==> src/sv/dce_pkg.sv <==
`timescale 1ns / 1ps
// ----------------------------------------------------------------------------
// dce_pkg
// Shared types, constants and the reference level decode for the dual
// comparator block.
// ----------------------------------------------------------------------------
package dce_pkg;

   localparam int SAMPLE_BITS = 12;
   localparam int FULL_SCALE  = (2 ** SAMPLE_BITS) - 1;

   // reference level N means N/1500 of full scale
   localparam int REF_BITS    = 11;
   localparam int REF_SCALE   = 1500;
   localparam int PROD_BITS   = SAMPLE_BITS + REF_BITS;

   localparam int REF_BANDGAP = 360;
   localparam int REF_SUPPLY  = 1500;
   localparam int STEP_BANDGAP = REF_BANDGAP / 60;
   localparam int STEP_SUPPLY  = REF_SUPPLY / 60;

   localparam logic [5:0] TAP_HALF  = 6'h10;
   localparam logic [5:0] TAP_3QTR  = 6'h20;
   localparam logic [5:0] TAP_FULL  = 6'h30;

   localparam logic [1:0] NEG_EXTERNAL = 2'd0;
   localparam int CSR_DATA_BITS  = 8;
   localparam int CSR_INDEX_BITS = 3;

   typedef enum logic [CSR_INDEX_BITS-1:0] {
      CSR_COMP0_CONTROL     = 3'd0,
      CSR_COMP1_CONTROL     = 3'd1,
      CSR_COMP0_INVERT      = 3'd2,
      CSR_COMP1_INVERT      = 3'd3,
      CSR_REFERENCE_CONTROL = 3'd4,
      CSR_IRQ_ENABLE        = 3'd5,
      CSR_COMP0_PIN_ROUTE   = 3'd6,
      CSR_COMP1_PIN_ROUTE   = 3'd7
   } csr_index_type;

   typedef struct packed {
      logic       enable;
      logic [1:0] neg_sel;
      logic       invert;
   } comp_cfg_type;

   function automatic logic [REF_BITS-1:0] ref_level(input logic [7:0] ctrl);
      logic [5:0]          tap;
      logic [REF_BITS-1:0] step;
      logic [REF_BITS-1:0] src;
      logic [REF_BITS-1:0] level;
      tap  = ctrl[5:0];
      step = ctrl[7] ? REF_BITS'(STEP_BANDGAP) : REF_BITS'(STEP_SUPPLY);
      src  = ctrl[7] ? REF_BITS'(REF_BANDGAP) : REF_BITS'(REF_SUPPLY);
      if (!ctrl[6]) begin
         level = REF_BITS'(REF_BANDGAP);
      end else if (tap[5:4] == 2'b00) begin
         level = REF_BITS'(step * (REF_BITS'(tap[3:0]) + REF_BITS'(1)));
      end else begin
         case (tap)
            TAP_HALF: level = ctrl[7] ? REF_BITS'(REF_BANDGAP / 2)
                                      : REF_BITS'(REF_SUPPLY / 2);
            TAP_3QTR: level = ctrl[7] ? REF_BITS'(REF_BANDGAP * 3 / 4)
                                      : REF_BITS'(REF_SUPPLY * 3 / 4);
            TAP_FULL: level = src;
            default:  level = ctrl[7] ? REF_BITS'(REF_BANDGAP / 5)
                                      : REF_BITS'(REF_SUPPLY / 5);
         endcase
      end
      return level;
   endfunction

endpackage

==> src/sv/dce_comparator.sv <==
`timescale 1ns / 1ps
// ----------------------------------------------------------------------------
// dce_comparator
// One comparator: external pin or scaled internal reference, with polarity
// inversion. Output is 0 while disabled.
// ----------------------------------------------------------------------------
module dce_comparator
   import dce_pkg::*;
(
   input  comp_cfg_type           cfg,
   input  logic [SAMPLE_BITS-1:0] pos_sample,
   input  logic [SAMPLE_BITS-1:0] neg_sample,
   input  logic [PROD_BITS-1:0]   ref_threshold,
   output logic                   status
);

   logic [PROD_BITS-1:0] pos_scaled;
   logic                 above;

   assign pos_scaled = PROD_BITS'(pos_sample) * PROD_BITS'(REF_SCALE);

   always_comb begin
      if (cfg.neg_sel == NEG_EXTERNAL) begin
         above = pos_sample > neg_sample;
      end else begin
         above = pos_scaled > ref_threshold;
      end
   end

   assign status = cfg.enable & (above ^ cfg.invert);

endmodule

==> src/sv/dual_comparator_edge_irq.sv <==
`timescale 1ns / 1ps
// ----------------------------------------------------------------------------
// dual_comparator_edge_irq
// Dual analogue comparator on sampled pins with rising-edge interrupt flags.
// ----------------------------------------------------------------------------
// One result per tick transfer. Throughput is one tick per clock while the
// result side does not stall. A tick passes an input register, then the
// result register; comparison, edge detection and flag update lie between.
// Edge state and pending flags advance as each tick enters the result register,
// so ticks are processed strictly in order. No clearing pass after reset.
module dual_comparator_edge_irq
   import dce_pkg::*;
(
   input  logic                      clock,
   input  logic                      reset,

   input  logic                      csr_write_enable,
   input  logic [CSR_INDEX_BITS-1:0] csr_index,
   input  logic [CSR_DATA_BITS-1:0]  csr_write_data,

   input  logic                      req_valid,
   output logic                      req_stall,
   input  logic [SAMPLE_BITS-1:0]    req_c0_pos_sample,
   input  logic [SAMPLE_BITS-1:0]    req_c0_neg_sample,
   input  logic [SAMPLE_BITS-1:0]    req_c1_pos_sample_a,
   input  logic [SAMPLE_BITS-1:0]    req_c1_pos_sample_b,
   input  logic [SAMPLE_BITS-1:0]    req_c1_pos_sample_c,
   input  logic [SAMPLE_BITS-1:0]    req_c1_pos_sample_d,
   input  logic [SAMPLE_BITS-1:0]    req_c1_neg_sample,
   input  logic [1:0]                req_flag_keep_mask,

   output logic                      rsp_valid,
   input  logic                      rsp_stall,
   output logic                      rsp_c0_status,
   output logic                      rsp_c1_status,
   output logic [1:0]                rsp_flag_bits,
   output logic                      rsp_irq_pulse,
   output logic                      rsp_c0_pin_drive,
   output logic [1:0]                rsp_c1_pin_drive
);

   // configuration registers
   logic [7:0] comp0_control_ff;
   logic [7:0] comp1_control_ff;
   logic       comp0_invert_ff;
   logic       comp1_invert_ff;
   logic [7:0] reference_control_ff;
   logic [1:0] irq_enable_ff;
   logic       comp0_pin_route_ff;
   logic [1:0] comp1_pin_route_ff;

   // input stage
   logic                   in_valid_ff;
   logic [SAMPLE_BITS-1:0] in_c0_pos_ff;
   logic [SAMPLE_BITS-1:0] in_c0_neg_ff;
   logic [SAMPLE_BITS-1:0] in_c1_pos_a_ff;
   logic [SAMPLE_BITS-1:0] in_c1_pos_b_ff;
   logic [SAMPLE_BITS-1:0] in_c1_pos_c_ff;
   logic [SAMPLE_BITS-1:0] in_c1_pos_d_ff;
   logic [SAMPLE_BITS-1:0] in_c1_neg_ff;
   logic [1:0]             in_keep_ff;

   // edge state
   logic       c0_previous_ff, c0_previous_in;
   logic       c0_primed_ff,   c0_primed_in;
   logic       c1_previous_ff, c1_previous_in;
   logic       c1_primed_ff,   c1_primed_in;
   logic [1:0] pending_ff,     pending_in;

   // result stage
   logic       rsp_valid_ff;
   logic       rsp_c0_status_ff;
   logic       rsp_c1_status_ff;
   logic [1:0] rsp_flag_bits_ff;
   logic       rsp_irq_pulse_ff;
   logic       rsp_c0_pin_drive_ff;
   logic [1:0] rsp_c1_pin_drive_ff;

   logic                   out_ready;
   logic                   advance;
   logic                   req_take;
   comp_cfg_type           c0_cfg;
   comp_cfg_type           c1_cfg;
   logic [PROD_BITS-1:0]   ref_threshold;
   logic [SAMPLE_BITS-1:0] c1_pos;
   logic                   c0_st;
   logic                   c1_st;
   logic                   hit0;
   logic                   hit1;

   assign out_ready = !rsp_valid_ff || !rsp_stall;
   assign advance   = in_valid_ff && out_ready;
   assign req_stall = in_valid_ff && !out_ready;
   assign req_take  = req_valid && !req_stall;

   always_ff @(posedge clock) begin
      if (reset) begin
         comp0_control_ff     <= '0;
         comp1_control_ff     <= '0;
         comp0_invert_ff      <= 1'b0;
         comp1_invert_ff      <= 1'b0;
         reference_control_ff <= '0;
         irq_enable_ff        <= '0;
         comp0_pin_route_ff   <= 1'b0;
         comp1_pin_route_ff   <= '0;
      end else if (csr_write_enable) begin
         case (csr_index_type'(csr_index))
            CSR_COMP0_CONTROL:     comp0_control_ff     <= csr_write_data;
            CSR_COMP1_CONTROL:     comp1_control_ff     <= csr_write_data;
            CSR_COMP0_INVERT:      comp0_invert_ff      <= csr_write_data[0];
            CSR_COMP1_INVERT:      comp1_invert_ff      <= csr_write_data[0];
            CSR_REFERENCE_CONTROL: reference_control_ff <= csr_write_data;
            CSR_IRQ_ENABLE:        irq_enable_ff        <= csr_write_data[1:0];
            CSR_COMP0_PIN_ROUTE:   comp0_pin_route_ff   <= csr_write_data[0];
            CSR_COMP1_PIN_ROUTE:   comp1_pin_route_ff   <= csr_write_data[1:0];
            default: ;
         endcase
      end
   end

   always_ff @(posedge clock) begin
      if (reset) begin
         in_valid_ff <= 1'b0;
      end else if (req_take) begin
         in_valid_ff <= 1'b1;
      end else if (advance) begin
         in_valid_ff <= 1'b0;
      end
   end

   always_ff @(posedge clock) begin
      if (req_take) begin
         in_c0_pos_ff   <= req_c0_pos_sample;
         in_c0_neg_ff   <= req_c0_neg_sample;
         in_c1_pos_a_ff <= req_c1_pos_sample_a;
         in_c1_pos_b_ff <= req_c1_pos_sample_b;
         in_c1_pos_c_ff <= req_c1_pos_sample_c;
         in_c1_pos_d_ff <= req_c1_pos_sample_d;
         in_c1_neg_ff   <= req_c1_neg_sample;
         in_keep_ff     <= req_flag_keep_mask;
      end
   end

   assign c0_cfg = '{enable:  comp0_control_ff[7],
                     neg_sel: comp0_control_ff[4:3],
                     invert:  comp0_invert_ff};
   assign c1_cfg = '{enable:  comp1_control_ff[7],
                     neg_sel: comp1_control_ff[4:3],
                     invert:  comp1_invert_ff};

   assign ref_threshold = PROD_BITS'(ref_level(reference_control_ff))
                        * PROD_BITS'(FULL_SCALE);

   // selects 4..7 fall back to pin a
   always_comb begin
      if (comp1_control_ff[2]) begin
         c1_pos = in_c1_pos_a_ff;
      end else begin
         case (comp1_control_ff[1:0])
            2'd0:    c1_pos = in_c1_pos_a_ff;
            2'd1:    c1_pos = in_c1_pos_b_ff;
            2'd2:    c1_pos = in_c1_pos_c_ff;
            default: c1_pos = in_c1_pos_d_ff;
         endcase
      end
   end

   dce_comparator u_comp0 (
      .cfg           (c0_cfg),
      .pos_sample    (in_c0_pos_ff),
      .neg_sample    (in_c0_neg_ff),
      .ref_threshold (ref_threshold),
      .status        (c0_st)
   );

   dce_comparator u_comp1 (
      .cfg           (c1_cfg),
      .pos_sample    (c1_pos),
      .neg_sample    (in_c1_neg_ff),
      .ref_threshold (ref_threshold),
      .status        (c1_st)
   );

   assign hit0 = c0_cfg.enable && c0_primed_ff && !c0_previous_ff && c0_st
              && irq_enable_ff[0];
   assign hit1 = c1_cfg.enable && c1_primed_ff && !c1_previous_ff && c1_st
              && irq_enable_ff[1];

   assign c0_primed_in   = c0_cfg.enable;
   assign c1_primed_in   = c1_cfg.enable;
   assign c0_previous_in = c0_cfg.enable ? c0_st : c0_previous_ff;
   assign c1_previous_in = c1_cfg.enable ? c1_st : c1_previous_ff;
   assign pending_in     = (pending_ff & in_keep_ff) | {hit1, hit0};

   always_ff @(posedge clock) begin
      if (reset) begin
         c0_previous_ff <= 1'b0;
         c0_primed_ff   <= 1'b0;
         c1_previous_ff <= 1'b0;
         c1_primed_ff   <= 1'b0;
         pending_ff     <= '0;
      end else if (advance) begin
         c0_previous_ff <= c0_previous_in;
         c0_primed_ff   <= c0_primed_in;
         c1_previous_ff <= c1_previous_in;
         c1_primed_ff   <= c1_primed_in;
         pending_ff     <= pending_in;
      end
   end

   always_ff @(posedge clock) begin
      if (reset) begin
         rsp_valid_ff <= 1'b0;
      end else if (advance) begin
         rsp_valid_ff <= 1'b1;
      end else if (!rsp_stall) begin
         rsp_valid_ff <= 1'b0;
      end
   end

   always_ff @(posedge clock) begin
      if (advance) begin
         rsp_c0_status_ff    <= c0_st;
         rsp_c1_status_ff    <= c1_st;
         rsp_flag_bits_ff    <= pending_in;
         rsp_irq_pulse_ff    <= hit0 | hit1;
         rsp_c0_pin_drive_ff <= c0_cfg.enable & comp0_pin_route_ff;
         rsp_c1_pin_drive_ff <= c1_cfg.enable ? comp1_pin_route_ff : 2'd0;
      end
   end

   assign rsp_valid        = rsp_valid_ff;
   assign rsp_c0_status    = rsp_c0_status_ff;
   assign rsp_c1_status    = rsp_c1_status_ff;
   assign rsp_flag_bits    = rsp_flag_bits_ff;
   assign rsp_irq_pulse    = rsp_irq_pulse_ff;
   assign rsp_c0_pin_drive = rsp_c0_pin_drive_ff;
   assign rsp_c1_pin_drive = rsp_c1_pin_drive_ff;

`ifndef SYNTHESIS
   a_pulse_has_flag: assert property (@(posedge clock) disable iff (reset)
      rsp_valid_ff && rsp_irq_pulse_ff |-> rsp_flag_bits_ff != 2'b00)
      else $error("irq pulse without a pending flag");

   a_edge_needs_primed: assert property (@(posedge clock) disable iff (reset)
      advance && (hit0 || hit1) |=> (c0_primed_ff || c1_primed_ff))
      else $error("edge flagged but comparator not primed");

   a_disable_unprimes: assert property (@(posedge clock) disable iff (reset)
      advance && !c0_cfg.enable |=> !c0_primed_ff)
      else $error("comparator 0 primed after a disabled transfer");
`endif

endmodule

==> config.mk <==
export PLATFORM = sky130hd
export DESIGN_NAME = dual_comparator_edge_irq
export DESIGN_NICKNAME = d
export VERILOG_FILES = /design/src/sv/dce_pkg.sv /design/src/sv/dce_comparator.sv /design/src/sv/dual_comparator_edge_irq.sv
export SDC_FILE = /design/constraint.sdc
export NUM_CORES = 1
export LEC_CHECK = 0
export ABC_AREA = 1
export BUFFER_PORTS_ARGS = -buffer_cell sky130_fd_sc_hd__buf_2
export CELL_PAD_IN_SITES_DETAIL_PLACEMENT = 1
export CELL_PAD_IN_SITES_GLOBAL_PLACEMENT = 1
export CORE_ASPECT_RATIO = 0.6
export CORE_MARGIN = 3
export CORE_UTILIZATION = 35
export DETAILED_ROUTE_END_ITERATION = 7
export PLACE_DENSITY_LB_ADDON = 0.05
export SLEW_MARGIN = 5
export SYNTH_ARGS = -nofsm -noshare
export SYNTH_HDL_FRONTEND = slang
export SYNTH_SLANG_ARGS = --single-unit
==> constraint.sdc <==
create_clock -name clock -period 10.9 [get_ports clock]
set_input_delay 1.635 -clock clock [delete_from_list [all_inputs] [get_ports clock]]
set_output_delay 1.635 -clock clock [all_outputs]
set_load 0.01 [all_outputs]
==> results.yml, run 1 <==
outcome:
  status: "completed"
final_layout:
  layout_common_cells: "429 x inv_1, 288 x nand2_1, 253 x ha_1, 144 x fa_1, 111 x buf_2"
  n_fill_cell: 5056
  final_common_cell: "inv_1"
  n_antenna_cell: 0
  area_growth_pct: 12.91
  utilization: 0.4055
  fin_nets: 2395
  final_layout_size_suffix_gt1_frac: 0.1173
logic_synthesis:
  async_flop_share: 0
  synth_ff_type: "edfxtp_1"
  synth_seq_cells: 126
  synth-edff-count: 94
  synthCells: 1762
  synth_area_per_cell_um2: 8.638
  synth_largest_area_cell: "ha_1"
  synth_warnings: 0
  ys_seq_area_frac: 0.2276
  netlist_area_mm2: 0.01522
  yosys-top-cells-area: "ha_1 21%, fa_1 20%, edfxtp_1 19%, inv_1 11%, nand2_1 7.1%"
  synthDistinctLibCells: 40
  synth_top_area_share: 0.2105
floorplanning:
  io_pins: 112
  num_rows: 58
  die_y_um: 167.5
  die_x_um: 275.2
  core_mm2: 0.04238
  start_util: 0.3591
  dieArea_mm2: 0.04610
worst_setup_path:
  cpPeakStageDelay_ps: 670
  cp_max_fo: 5
  cp_common_cell: "inv_1"
  cp.arrival_ps: 10290
  crit_path_start_kind: "flip-flop"
  critPathKind: "flip-flop to flip-flop"
  cpLargestDelayFamily: "adder cells"
  critical-path-slowest-cell: "fa_2"
  cp_num_buf_inv: 9
  crit_path_end_kind: "flip-flop"
  critPathRequiredTime_ps: 11080
cts:
  clock_path_buffers: 2
  cts_tree: "yes"
  clkLatencyLatePin_ps: 450
  clock-root-buffer: "clkbuf_16"
  htreeDepth: 4
  postCtsHoldBufs: 0
  path_clk_slew_ps: 80
  clock-sinks: 126
  cts_made_buffers: 17
sta:
  drv_slew: 0
  clock.fmax_mhz: 98.97
  finalHoldViolations: 0
  period_minus_slack_ps: 10100
  setup_violations: 0
  tightest_slew_ps: 1024
  slew_headroom: 0.3147
  clock_skew_ps: 21.01
  finalCritPeriodShare: 0.9270
global_routing:
  antenna_found_initial: 0
  grt_overflow: 0
  grt_usage: 0.1892
  grt_pass1_vias: 12270
  grt_pass1_wl_mm: 68.05
  grt_start_max_net_pins: 70
routing:
  vias_per_cell: 4.704
  dr.pass1.iters: 5
  ant_nets: 0
  vias: 11620
  totalWireLength_mm: 42.06
  first_iter_violations: 647
  wire_per_inst_um: 17.02
  drc: 0
min_path:
  worstHoldPathType: "flip-flop to flip-flop"
placed_design:
  portBuffers: 111
  hpwl_mm: 36.19
  gp_congestion: 0.7731
run:
  drv_cap: 0
## Yosys cell counts, types with 2 or more instances
cell type and number:
nor4_1 2, o211ai_1 2, a211oi_1 11, ha_1 256, nand2_4 2, nand3_1 94
nor2_1 105, buf_1 2, a21oi_2 4, clkbuf_1 13, a22oi_1 12, a21o_1 4
fa_1 149, nor3_1 14, o221ai_1 2, nand4_1 13, nand2_1 289, dfxtp_1 32
a21oi_1 94, xor2_1 29, a31oi_1 7, a221oi_1 2, nand3_2 11, xnor2_1 20
o21bai_1 9, nand2_2 15, edfxtp_1 94, nand3b_1 3, inv_1 431, o21ai_0 23
nor2_2 3, o21a_1 2, conb_1 2, inv_2 5
## cell families (layout without fill, tap and decap cells)
logic type      count (synthesis)  count (layout)  share of synthesized area
other cells                     2               3                  0.0004934
flops                         126             126                     0.2276
buf+inv                       451             589                     0.1112
compound gates                176             176                    0.06840
simple gates                  553             553                     0.1577
xor+xnor                       49              49                    0.02820
fa+ha+maj                     405             405                     0.4064
## repair_timing
item	in CTS	in global routing
endpoints found under the setup margin	0	9
endpoints found under the hold margin	0	0
setup buffers	0	4
resized for setup	0	25
## through the flow
stage	instances	setup TNS (ps)	setup slack [ps]	hold WS, ps	area (µm²)
2_1_floorplan	1763	0	1534	439.2	15220
3_3_place_gp	2435	0	576.1	451.2	16480
3_5_place_dp	2435	0	243.7	464.8	16480
4_1_cts	2467	0	191.6	476.9	17050
5_1_grt	2471	-111.4	-63.11	495.6	17190
6_report	2471	0	795.6	469.0	17190
## worst reg2reg max path: cells and delay by family, from the launching register on
kind	cells	cell delay [ps]
flip-flops	1	420
adder cells (fa/ha/maj)	11	4830
buffers and inverters	9	520
AO/OA/AOI/OAI	7	1030
XOR/XNOR	3	620
AND/OR/NAND/NOR	21	2410
## metal layers
| metal | up-vias | global-route usage | share of wire |
|---|---|---|---|
| met5 | - | 0 | 0 |
| met4 | 0 | 0.02591 | 0.0049 |
| met3 | 11 | 0.02607 | 0.031 |
| met2 | 116 | 0.2597 | 0.40 |
| met1 | 5661 | 0.3136 | 0.57 |
| li1 | 5836 | - | - |
## path summary, 6_finish.rpt
kind,from,end,slack [ps],cells after the start
max,reference_control_ff[2],rsp_irq_pulse,800,51
min,comp1_pin_route_ff[0],comp1_pin_route_ff[0],470,2
min reg2reg,comp1_pin_route_ff[0],comp1_pin_route_ff[0],470,2
max reg2reg,reference_control_ff[2],rsp_irq_pulse,800,51
## layout make-up
type | instances | area, µm² | share of cell area
clock buffer | 17 | 425.4 | 0.02475
clock inverter | 15 | 145.1 | 0.008446
inverter | 436 | 1638 | 0.09530
multi-input combinational | 1186 | 10170 | 0.5917
sequential | 126 | 3465 | 0.2016
tap | 570 | 713.2 | 0.04150
timing repair buffer | 121 | 630.6 | 0.03669
## flip-flops by register name, summed over array words and instances (netlist names), 3 cells and up
signal and count:
in_c1_neg_ff 12, in_c0_pos_ff 12, comp1_control_ff 6, in_c1_pos_d_ff 12, in_c1_pos_c_ff 12, in_c1_pos_a_ff 12, comp0_control_ff 3, reference_control_ff 8
in_c0_neg_ff 12, in_c1_pos_b_ff 12
Power of run 1 is left out: the tool's default activity adds up to more than one toggle a clock period on the data nets, which glitch-free logic cannot reach.
==> run 2: changes to the inputs <==
ABC_AREA = not set   (was 1)
==> results.yml, run 2 <==
outcome:
  status: "completed"
worst_setup_path:
  cpPeakStageDelay_ps: 620
  critPathRequiredTime_ps: 11100
  crit_path_start_kind: "flip-flop"
  cp_max_fo: 4
  critPathKind: "flip-flop to flip-flop"
  critical-path-slowest-cell: "fa_1"
  cp_common_cell: "fa_1"
  crit_path_end_kind: "flip-flop"
  cp.arrival_ps: 10640
sta:
  setup_violations: 0
  clock.fmax_mhz: 95.75
  clock_skew_ps: 17.82
  period_minus_slack_ps: 10440
  drv_slew: 0
  tightest_slew_ps: 1321
  hold_slack_ps: 466.6
  finalCritPeriodShare: 0.9582
  fin_ws_ps: 456.0
  slew_headroom: 0.1178
  finalHoldViolations: 0
floorplanning:
  io_pins: 112
  num_rows: 58
  start_util: 0.3590
  die_x_um: 275.2
  core_mm2: 0.04238
  dieArea_mm2: 0.04609
  die_y_um: 167.5
cts:
  clock_path_buffers: 2
  cts_tree: "yes"
  clock-root-buffer: "clkbuf_16"
  cts_made_buffers: 17
  htreeDepth: 4
  clock-sinks: 126
  path_clk_slew_ps: 70
  clkLatencyLatePin_ps: 440
logic_synthesis:
  synthCells: 1533
  netlist_area_mm2: 0.01521
  ys_seq_area_frac: 0.2276
  yosysMostFrequentCell: "inv_1"
  synth_top_area_share: 0.2105
  synth_area_per_cell_um2: 9.925
  synth_common_cells: "326 x inv_1, 256 x ha_1, 149 x fa_1"
  synth_warnings: 0
  synth-edff-count: 94
  synth_seq_cells: 126
  synthDistinctLibCells: 82
  synth_largest_area_cell: "ha_1"
  yosys-top-cells-area: "ha_1 21%, fa_1 20%, edfxtp_1 19%, inv_1 8.0%, dfxtp_1 4.2%"
  async_flop_share: 0
  synth_ff_type: "edfxtp_1"
global_routing:
  grt_start_max_net_pins: 61
  antenna_found_initial: 1
  grt_overflow: 0
  grt_pass1_wl_mm: 66.69
  grt_pass1_vias: 11600
  grt_usage: 0.1884
routing:
  first_iter_violations: 758
  dr.pass1.iters: 5
  wire_per_inst_um: 18.67
  totalWireLength_mm: 42.48
  ant_nets: 0
  drc: 0
  vias: 11300
  vias_per_cell: 4.968
placed_design:
  portBuffers: 111
  placed_cell_area_mm2: 0.01675
  place_ws_ps: -111.1
  gp_congestion: 0.8163
  hpwl_mm: 36.34
final_layout:
  final-seq-area_mm2: 0.003465
  final_common_cell: "inv_1"
  n_antenna_cell: 0
  area_growth_pct: 15.76
  n_fill_cell: 4797
  final_layout_size_suffix_gt1_frac: 0.1507
  final_area_mm2: 0.01761
  multiInputGateArea_mm2: 0.01068
  layout_common_cells: "325 x inv_1, 251 x ha_1, 146 x fa_1, 111 x buf_2, 94 x edfxtp_1"
  fin_nets: 2199
power_and_ir_drop:
  ir_drop_mv: 0.2264
  power.density_mw_per_mm2: 300.6
  p_leak_nw: 8.659
run:
  drv_cap: 0
min_path:
  worstHoldPathType: "flip-flop to flip-flop"
run 2: cell count changes after synthesis, moves of 24 or more:
cell,delta
a21o_1,+24
mux2i_1,+28
nand3_1,-70
nor2b_1,+35
nor2_1,-26
inv_1,-105
nand2_1,-244
run 2: critical path: cells and delay by family (launching register included):
kind | cells | cell delay [ps]
AOI/OAI and AO/OA | 14 | 2650
xor gates and xnor gates | 2 | 230
adders and majority gates | 12 | 4930
buffers and inverters | 6 | 370
DFF | 1 | 330
and+or+nand+nor | 10 | 1680
run 2: cell type report:
cell class / count / share of cell area
sequential: 126 / 0.1967
multi-input combinational: 1058 / 0.6063
tap: 570 / 0.04049
timing repair buffer: 162 / 0.05328
clock buffer: 17 / 0.02415
inverter: 327 / 0.06969
clock inverter: 15 / 0.009378
run 2: kinds of logic (layout without fill, tap and decap cells):
kind of cell / after synthesis / count (layout) / share of synthesized area
adder cells (fa/ha/maj): 407 / 407 / 0.4080
buffers and inverters: 350 / 521 / 0.08692
AND/OR/NAND/NOR: 291 / 291 / 0.1012
AO/OA/AOI/OAI: 257 / 257 / 0.1140
flip-flops: 126 / 126 / 0.2276
XOR/XNOR: 60 / 60 / 0.03454
multiplexers: 40 / 40 / 0.02730
other: 2 / 3 / 0.0004936
run 2: final timing paths:
kind,startpoint,to,slack [ps],depth (start not counted)
setup / recovery,reference_control_ff[0],rsp_irq_pulse,460,44
hold / removal,c0_primed_ff,c0_primed_ff,470,2
setup reg to reg,reference_control_ff[0],rsp_irq_pulse,460,44
hold reg to reg,c0_primed_ff,c0_primed_ff,470,2
run 2: power by group:
part | total (mW) | switching (mW) | internal [mW]
registers | 0.559 | 0.0185 | 0.540
logic | 4.15 | 2.41 | 1.74
clock network | 0.582 | 0.275 | 0.308
run 2: routing by layer:
layer	GRT usage	vias to the layer above	part of all wire	wire, µm
met4	0.02522	0	0.0049	208
met1	0.3303	5606	0.58	24790
li1	-	5496	-	-
met5	0	-	0	0
met2	0.2395	185	0.37	15830
met3	0.02363	15	0.039	1650
run 2: stage by stage:
stage / TNS (ps) / total power [mW] / util / std cells
after floorplan: 0 / 3.194 / - / 1534
after global placement: 0 / 4.353 / 0.3952 / 2238
after detailed placement: -400.5 / 4.410 / 0.3952 / 2238
after CTS: 0 / 5.062 / 0.4097 / 2270
after global routing: -436.8 / 5.826 / 0.4156 / 2275
final: 0 / 5.295 / 0.4156 / 2275
run 2: timing repair:
action / 4_1_cts / 5_1_grt
endpoints found under the setup margin: 5 / 9
pin swaps: 1 / 16
buffers inserted: 0 / 5
resized for setup: 4 / 42
hold buffers: 0 / 0
No activity file was read; power rests on OpenSTA's default activity.
==> run 3: changes to the inputs <==
CORE_UTILIZATION = 50   (was 35)
==> results.yml, run 3 (synthesized netlist as in run 2, its figures left out) <==
outcome:
  status: "completed"
power_and_ir_drop:
  p_leak_nw: 8.654
  clock_power_share: 0.118
  power_frac_seq: 0.107
  p_comb_frac: 0.775
  power.density_mw_per_mm2: 298.8
  ir_drop_mv: 0.3194
  p_sw_mw: 2.587
  p_total_mw: 5.207
  intPower_mw: 2.619
  switching_share: 0.4969
sta:
  hold_slack_ps: 467.6
  slew_headroom: 0.1972
  finalCritPeriodShare: 0.9656
  totalNegativeSetupSlack_ps: 0
  tightest_slew_ps: 1201
  setup_violations: 0
  finalHoldViolations: 0
  clock_skew_ps: 17.53
  period_minus_slack_ps: 10520
  drv_slew: 0
  clock.fmax_mhz: 95.01
worst_setup_path:
  critical-path-slowest-cell: "fa_1"
  worst_r2r_path_depth: 43
  cp_max_fo: 5
  cpPeakStageDelay_ps: 530
  critPathRequiredTime_ps: 11090
  critPathKind: "flip-flop to flip-flop"
  crit_path_start_kind: "flip-flop"
  cp.arrival_ps: 10710
  crit_path_end_kind: "flip-flop"
  cpLargestDelayFamily: "adder cells"
  cp_num_buf_inv: 7
  critical_path_depth: 43
placed_design:
  placed_cells: 2060
  gp_congestion: 0.9225
  portBuffers: 111
  hpwl_mm: 34.50
cts:
  cts_tree: "yes"
  postCtsHoldBufs: 0
  clkLatencyLatePin_ps: 450
  clock-sinks: 126
  cts_made_buffers: 17
  clock_path_buffers: 2
  htreeDepth: 4
  path_clk_slew_ps: 60
  clock-root-buffer: "clkbuf_16"
final_layout:
  final_common_cell: "inv_1"
  utilization: 0.5934
  fin_nets: 2193
  final_cells: 2099
  n_antenna_cell: 0
  layout_common_cells: "324 x inv_1, 249 x ha_1, 145 x fa_1, 111 x buf_2, 94 x edfxtp_1"
  final_layout_size_suffix_gt1_frac: 0.1577
  area_growth_pct: 14.54
global_routing:
  grt_pass1_wl_mm: 66.61
  grt_start_max_net_pins: 72
  antenna_found_initial: 0
  grt_overflow: 0
  grt_usage: 0.2619
  grt_pass1_vias: 12100
routing:
  vias: 11530
  ant_nets: 0
  wire_per_inst_um: 19.98
  drc: 0
  dr.pass1.iters: 5
  totalWireLength_mm: 41.93
  vias_per_cell: 5.493
  first_iter_violations: 654
floorplanning:
  die_y_um: 141.1
  start_util: 0.5181
  num_rows: 48
  dieArea_mm2: 0.03263
  die_x_um: 231.2
  core_mm2: 0.02937
  io_pins: 112
min_path:
  worstHoldPathType: "flip-flop to flip-flop"
  hold_depth: 2
run:
  drv_cap: 0
==> run 3: repair_timing <==
| action | 4_1_cts | 5_1_grt |
|---|---|---|
| pin swaps | 0 | 22 |
| resized for setup | 3 | 60 |
| buffers inserted | 0 | 7 |
| hold endpoints to repair | 0 | 0 |
| setup endpoints to repair | 5 | 9 |
==> run 3: layout make-up <==
cell class / count / area [µm²]
clock buffer: 17 / 425.4
clock inverter: 15 / 185.2
fill: 3311 / 11940
inverter: 327 / 1227
multi-input combinational: 1058 / 10730
sequential: 126 / 3466
tap: 400 / 500.5
timing repair buffer: 156 / 893.4
==> run 3: through the flow <==
stage               instance area, µm²  worst slack, ps
global route                     17430           -130.1
floorplan                        15220            17.01
finish                           17430            375.0
CTS                              17100            12.97
global placement                 16470            180.4
detailed placement               16470           -63.42
==> run 3: power groups by stage <==
| stage | combinational (mW) | clock [mW] | sequential (mW) |
|---|---|---|---|
| finish | 4.03 | 0.613 | 0.559 |
| global route | 4.51 | 0.645 | 0.562 |
| CTS | 3.75 | 0.624 | 0.559 |
| detailed placement | 3.69 | 0 | 0.569 |
| global placement | 3.53 | 0 | 0.568 |
| floorplan | 2.63 | 0 | 0.564 |
==> run 3: per-layer routing <==
layer | vias up | GRT usage | wire length, µm
li1 | 5488 | - | -
met1 | 5816 | 0.4060 | 21290
met2 | 197 | 0.3887 | 18310
met3 | 28 | 0.04261 | 1908
met4 | 0 | 0.04625 | 422
met5 | - | 0 | 0
==> run 3: path summary, 6_finish.rpt <==
kind / from / end / slack (ps)
hold / removal: c1_primed_ff / c1_primed_ff / 470
hold reg to reg: c1_primed_ff / c1_primed_ff / 470
setup / recovery: reference_control_ff[1] / rsp_irq_pulse / 380
setup reg to reg: reference_control_ff[1] / rsp_irq_pulse / 380
==> run 3: worst reg2reg max path: cells and delay by family, from the launching register on <==
family,cells,cell delay (ps)
flops,1,350
compound gates,12,2450
xor+xnor,3,410
fa+ha+maj,12,4670
buf+inv,7,510
simple gates,9,1880
